**config.mk**
```make
export PLATFORM = sky130hd
export DESIGN_NAME = bwbe_div
export DESIGN_NICKNAME = d
export VERILOG_FILES = /design/src/bwbe_div.sv
export SDC_FILE = /design/constraint.sdc
export NUM_CORES = 1
export LEC_CHECK = 0
export ABC_AREA = 0
export BUFFER_PORTS_ARGS = -buffer_cell sky130_fd_sc_hd__buf_2
export CORE_ASPECT_RATIO = 0.5
export CORE_UTILIZATION = 49
export CTS_CLUSTER_SIZE = 10
export DETAILED_ROUTE_END_ITERATION = 16
export PLACE_DENSITY = 0.67
export SYNTH_ARGS = -nofsm -noshare
export SYNTH_HDL_FRONTEND = slang
export SYNTH_SLANG_ARGS = --single-unit
```
**constraint.sdc**
```tcl
create_clock -name clk -period 3.4 [get_ports clk]
set_input_delay 0.51 -clock clk [delete_from_list [all_inputs] [get_ports clk]]
set_output_delay 0.51 -clock clk [all_outputs]
set_load 0.005 [all_outputs]
```
**src/bwbe_div.sv**
```systemverilog
module bwbe_div #(
    parameter int OP_W = 33,
    parameter int FRAC = 8
) (
    input  logic            clk,
    input  logic            rst_n,
    input  logic            start,
    input  logic [OP_W-1:0] num,
    input  logic [OP_W-1:0] den,
    output logic            done,
    output logic [FRAC:0]   quot
);

    localparam int QW = FRAC + 1;
    localparam int CW = $clog2(FRAC + 2);
    localparam logic [QW-1:0] Q_ONE = QW'(1) << FRAC;

    typedef enum logic {DV_IDLE, DV_RUN} dv_state_t;

    dv_state_t       state_reg;
    logic [OP_W-1:0] rem_reg;
    logic [OP_W-1:0] den_reg;
    logic [CW-1:0]   cnt_reg;
    logic [QW-1:0]   quot_reg;
    logic            done_reg;

    logic [OP_W:0] rem_dbl;
    logic [OP_W:0] rem_sub;
    logic          fits;

    // One quotient bit per cycle by restoring division. The remainder always stays
    // below the divisor, so the doubled remainder needs just one extra bit.
    assign rem_dbl = {rem_reg, 1'b0};
    assign rem_sub = rem_dbl - {1'b0, den_reg};
    assign fits    = rem_dbl >= {1'b0, den_reg};

    always_ff @(posedge clk or negedge rst_n) begin
        if (!rst_n) begin
            state_reg <= DV_IDLE;
            rem_reg   <= '0;
            den_reg   <= '0;
            cnt_reg   <= '0;
            quot_reg  <= '0;
            done_reg  <= 1'b0;
        end
        else begin
            done_reg <= 1'b0;
            unique case (state_reg)
                DV_IDLE: begin
                    if (start) begin
                        if (num >= den) begin
                            // The ratio is at least one, which is the clamp value.
                            quot_reg <= Q_ONE;
                            done_reg <= 1'b1;
                        end
                        else if (FRAC == 0) begin
                            quot_reg <= '0;
                            done_reg <= 1'b1;
                        end
                        else begin
                            rem_reg   <= num;
                            den_reg   <= den;
                            quot_reg  <= '0;
                            cnt_reg   <= CW'(FRAC);
                            state_reg <= DV_RUN;
                        end
                    end
                end
                DV_RUN: begin
                    rem_reg  <= fits ? rem_sub[OP_W-1:0] : rem_dbl[OP_W-1:0];
                    quot_reg <= (quot_reg << 1) | QW'(fits);
                    cnt_reg  <= cnt_reg - CW'(1);
                    if (cnt_reg == CW'(1)) begin
                        done_reg  <= 1'b1;
                        state_reg <= DV_IDLE;
                    end
                end
                default: state_reg <= DV_IDLE;
            endcase
        end
    end

    assign done = done_reg;
    assign quot = quot_reg;

endmodule
```
==> metrics.txt, run 1 <==
worst-margin pin slew=1080 ps; Yosys cell types=67; crit path max-delay cell type=or4_4; Cell Rows=30; Placeable Area=0.0136 mm^2; Routed WL=17,000 um; GRT Residual Overflow=0; share of layout cells above drive strength 1=0.156; area leader, netlist=dfrtp_1; ANT nets after route=0; post_cts resized=0; die height=85.6 um; vias per cell=5.65; cell mode on critical path=mux2i_1; most common cell after layout, fill and taps aside=inv_1; Max-Cap Viols=0; crit path time final=3080 ps; Cell Pwr Density=1210 mW/mm^2; most frequent cells in the layout=inv_1, dfrtp_1, mux2i_1, buf_2; Hold-fix buffers, CTS=0; Synth area leaders=dfrtp_1, ha_1, mux2i_1, inv_1, nand2_1; CP endpoint kind=flop; CTS H-tree lvls=3; RD Place Congestion=0.978; synth warn=0; area added between synthesis and finish=13.2%; dpl ws=11.6 ps; Num CTS Buffers=9; GR Layer Usage met3=0.0415; Synth top area share=0.296; fin util=0.570; global-route wire length before repair=28,600 um; Slew Limit Fails=0; worst path cell trace=ha_1 -> nand4_1 -> or4_4 -> o21ai_2 -> o21bai_2 -> or2_1 -> buf_4 -> mux2i_1 -> mux2i_1; aggregate global-route resource usage=0.248; dpl cells=1,044; Arr. time, crit path=3270 ps; Final TNS setup=0 ps; Crit path max-delay family=simple AND/OR/NAND/NOR gates; Post-Syn Instances=789; M2 GR Usage=0.382; fin crit share=0.905; synthesized net count=927; global route hottest layer=met2; first-pass detailed-route iteration total=5; routed vias=5,986; status=finished, final reports clean; worst-path fanout max=12; number of synthesized flops with an enable pin=0; element type at the critical path start=flop; sequential area share after synthesis=0.296; final hold violation count=0; setup bufs post-CTS=0; root buffer cell=clkbuf_16; peak supply drop=0.447 mV; Main synth FF type=dfrtp_1; Post-Syn Area=0.00685 mm^2; IO Count=79; die width=169 um; # DRC=0; Leak Pwr=4.00 nW; Hold Slack=370 ps; CTS tree=built; RSZ-0062 raised after global routing=no; final worst slack=322 ps; Hold WC Path Type=primary input to asynchronous set/reset pin; Nets=1,001; met1 usage=0.362; relative slew slack=0.281; initial core utilization=0.504; DP HPWL=12,900 um; vias in the first global route=5,777; Worst Path Required=3590 ps; Layout Cells excl Fill=1,060; DIE AREA=0.0145 mm^2; routed len/inst=16.0 um; final number of setup-violating endpoints=0; clock skew=10.8 ps; # clock sinks=81; Antenna diodes=0; drt first-iter violations=346; initial antenna violation count=0; syn_area_per_cell=8.68 um^2; Async SR Flop Fraction=1.00; kind of critical path=flop to flop; Bufs on Longest Clock Path=2; Worst-path clk slew=70 ps; FMAX=325 MHz; #FFs+latches synth=81; clock latency on the worst-skew pair=350 ps; WP buf/inv=1; Port Buf Inserts=78; pin count of the biggest net entering global routing=82; Worst path max stage delay=580 ps
final timing paths:
path / cells after the start / startpoint / endpoint / slack (ps)
min: 1 / rst_n / rem_reg[30] / 370
max reg2reg: 9 / rem_reg[24] / rem_reg[14] / 320
min reg2reg: 2 / den_reg[18] / den_reg[18] / 490
max in group asynchronous: 1 / rst_n / state_reg / 2310
min in group clk: 3 / den[7] / den_reg[7] / 410
max: 9 / rem_reg[24] / rem_reg[14] / 320
final cells by class:
type                            instances  area [um^2]
Tap cell                              192          240
Clock buffer                            9          225
Inverter                               81          304
Multi-Input combinational cell        591         4300
Timing Repair Buffer                   99          588
Fill cell                            1295         5840
Clock inverter                          7         60.1
Sequential cell                        81         2030
where the power goes:
part	switching (W)	total [W]	internal (W)	leakage, nW
combinational	0.00360	0.00648	0.00288	2.88
clock	0.000451	0.000958	0.000507	0.137
sequential	0.000451	0.00196	0.00151	0.980
total	0.00450	0.00940	0.00490	4.00
metal layers:
layer / up-vias / share of wire
li1: 2968 / -
met1: 2847 / 0.50
met2: 156 / 0.42
met3: 15 / 0.059
met4: 0 / 0.011
met5: - / 0
through the flow:
stage	total power [W]	instance area, um^2
CTS	0.00938	7750
floorplan	0.00702	6850
finish	0.00940	7750
global placement	0.00821	7460
global route	0.0103	7750
detailed placement	0.00836	7460
worst reg2reg max path, delay by kind of cell (launching register included):
kind	cells	cell delay, ps
compound gates	2	290
fa+ha+maj	1	500
buf+inv	1	280
flops	1	410
mux	2	440
simple gates	3	1000
Yosys cell counts (all sizes together) (3+ instances only):
cell type  number
o21a            4
xnor2          11
buf            22
dfrtp          81
ha             68
a31oi           3
nand3          16
or3             5
nand4          14
nand2          68
mux2i          79
and2            3
a211oi         15
o211ai          7
nand2b         15
inv            81
nor2           31
a21o           32
a21oi          43
nor4b           3
or4             3
nor2b           6
or2             4
clkbuf         14
a31o            4
nor3           18
and4            3
and3            6
xor2           16
o21ai          74
o31ai           7
o21bai          3
cell families after synthesis:
family                     after synthesis  share of synthesized area
adders and majority gates               69                      0.127
DFF                                     81                      0.296
muxes                                   80                      0.118
and+or+nand+nor                        204                      0.153
xor gates and xnor gates                27                     0.0345
AOI/OAI and AO/OA                      211                      0.195
buffers and inverters                  117                     0.0766
No activity file was read; power rests on OpenSTA's default activity.
==> inputs of run 2 (changes only) <==
--- a/config.mk
+++ b/config.mk
@@ -11,7 +11,7 @@
 export CORE_UTILIZATION = 49
 export CTS_CLUSTER_SIZE = 10
 export DETAILED_ROUTE_END_ITERATION = 16
-export PLACE_DENSITY = 0.67
+export PLACE_DENSITY = 0.79
 export SYNTH_ARGS = -nofsm -noshare
 export SYNTH_HDL_FRONTEND = slang
 export SYNTH_SLANG_ARGS = --single-unit
==> run 2 against run 1 <==
Against the previous run: via count is 1.6% higher; count of clock-buffer cells in the layout did not move; fmax is 0.83% higher; total power increased by 2.6%; die area did not move; critical path depth stayed put; non-clock buffer count is the same; critical path type unchanged; largest cell class unchanged.
==> metrics.txt, run 2 (same netlist as run 1, synthesis figures left out) <==
Hold Slack=351 ps; fill cell count=1,206; Max-Cap Viols=0; relative slew slack=0.292; Hold-fix buffers, CTS=0; DIE AREA=0.0145 mm^2; Crit path max-delay family=simple AND/OR/NAND/NOR gates; Slew Limit Fails=0; drt first-iter violations=365; # DRC=0; final number of setup-violating endpoints=0; worst-margin pin slew=1060 ps; Worst-path clk slew=60 ps; routed len/inst=16.1 um; kind of critical path=flop to flop; Worst Path Required=3620 ps; pin count of the biggest net entering global routing=82; peak supply drop=0.424 mV; worst-path fanout max=9; Cell Pwr Density=1240 mW/mm^2; clock latency on the worst-skew pair=350 ps; vias in the first global route=6,017; Routed WL=17,100 um; fin crit share=0.898; Arr. time, crit path=3270 ps; Port Buf Inserts=78; routed vias=6,079; Bufs on Longest Clock Path=2; Placeable Area=0.0136 mm^2; status=finished, final reports clean; area added between synthesis and finish=13.7%; worst path cell trace=ha_1 -> a21o_1 -> a311o_1 -> nand4bb_1 -> nor3_2 -> nor3_1 -> or4_1 -> a31oi_1 -> mux2i_1; global-route wire length before repair=29,000 um; element type at the critical path start=flop; Leak Pwr=4.02 nW; crit path time final=3050 ps; root buffer cell=clkbuf_16; WP buf/inv=0; die height=85.6 um; Final TNS setup=0 ps; die width=169 um; CTS H-tree lvls=3; Antenna diodes=0; Worst path max stage delay=480 ps; CTS tree=built; final hold violation count=0; IO Count=79; Num CTS Buffers=9; fin util=0.573; most frequent cells in the layout=inv_1, dfrtp_1, mux2i_1, buf_2; crit path max-delay cell type=or4_1; Hold WC Path Type=primary input to asynchronous set/reset pin; Tot Pwr=0.00964 W; aggregate global-route resource usage=0.251; RSZ-0062 raised after global routing=no; most common cell after layout, fill and taps aside=inv_1; share of layout cells above drive strength 1=0.156; initial core utilization=0.504; FMAX=328 MHz; first-pass detailed-route iteration total=5; ANT nets after route=0; # clock sinks=81; setup bufs post-CTS=0; post_cts resized=0; CP endpoint kind=flop; vias per cell=5.73; GRT Residual Overflow=0; Cell Rows=30; clock skew=6.74 ps; Nets=1,001; initial antenna violation count=0; DP HPWL=13,100 um; RD Place Congestion=0.935
-- run 2: changes by cell type in the layout (fill, tap and decap cells not counted), sizes merged --
cell      previous run  this run
clkinvlp             1         0
bufinv               0         3
inv                 84        82
-- run 2: worst paths after layout --
path                        startpoint     endpoint  slack (ps)  cells past startpoint
min in group clk                den[9]   den_reg[9]         420                      3
max in group asynchronous        rst_n    state_reg        2310                      1
max                        rem_reg[13]  rem_reg[31]         350                      9
max reg2reg                rem_reg[13]  rem_reg[31]         350                      9
min reg2reg                den_reg[10]  den_reg[10]         490                      2
min                              rst_n      quot[5]         350                      1
-- run 2: area by class of cell --
| class | instances | area [um^2] | share of cell area |
|---|---|---|---|
| well taps | 192 | 240 | 0.0309 |
| clock inverters | 7 | 118 | 0.0151 |
| repair buffers | 99 | 563 | 0.0724 |
| inverters | 81 | 304 | 0.0391 |
| flip-flops and latches | 81 | 2030 | 0.261 |
| clock buffers | 9 | 225 | 0.0289 |
| multi-input cells | 591 | 4300 | 0.553 |
-- run 2: power by group --
part,internal [W],switching [W]
Clock,0.000719,0.000419
Sequential,0.00151,0.000449
Combinational,0.00290,0.00365
Total,0.00512,0.00452
-- run 2: stage by stage --
step                instances  cell area, um^2  setup WS, ps
global placement         1044             7440           128
finish                   1060             7780           347
global route             1060             7780           105
CTS                      1060             7780           351
floorplan                 789             6850           578
detailed placement       1044             7440          79.8
-- run 2: metal layers --
layer,part of all wire,GRT usage
met5,0,0
met4,0.013,0.0573
met3,0.056,0.0438
met2,0.44,0.410
met1,0.49,0.350
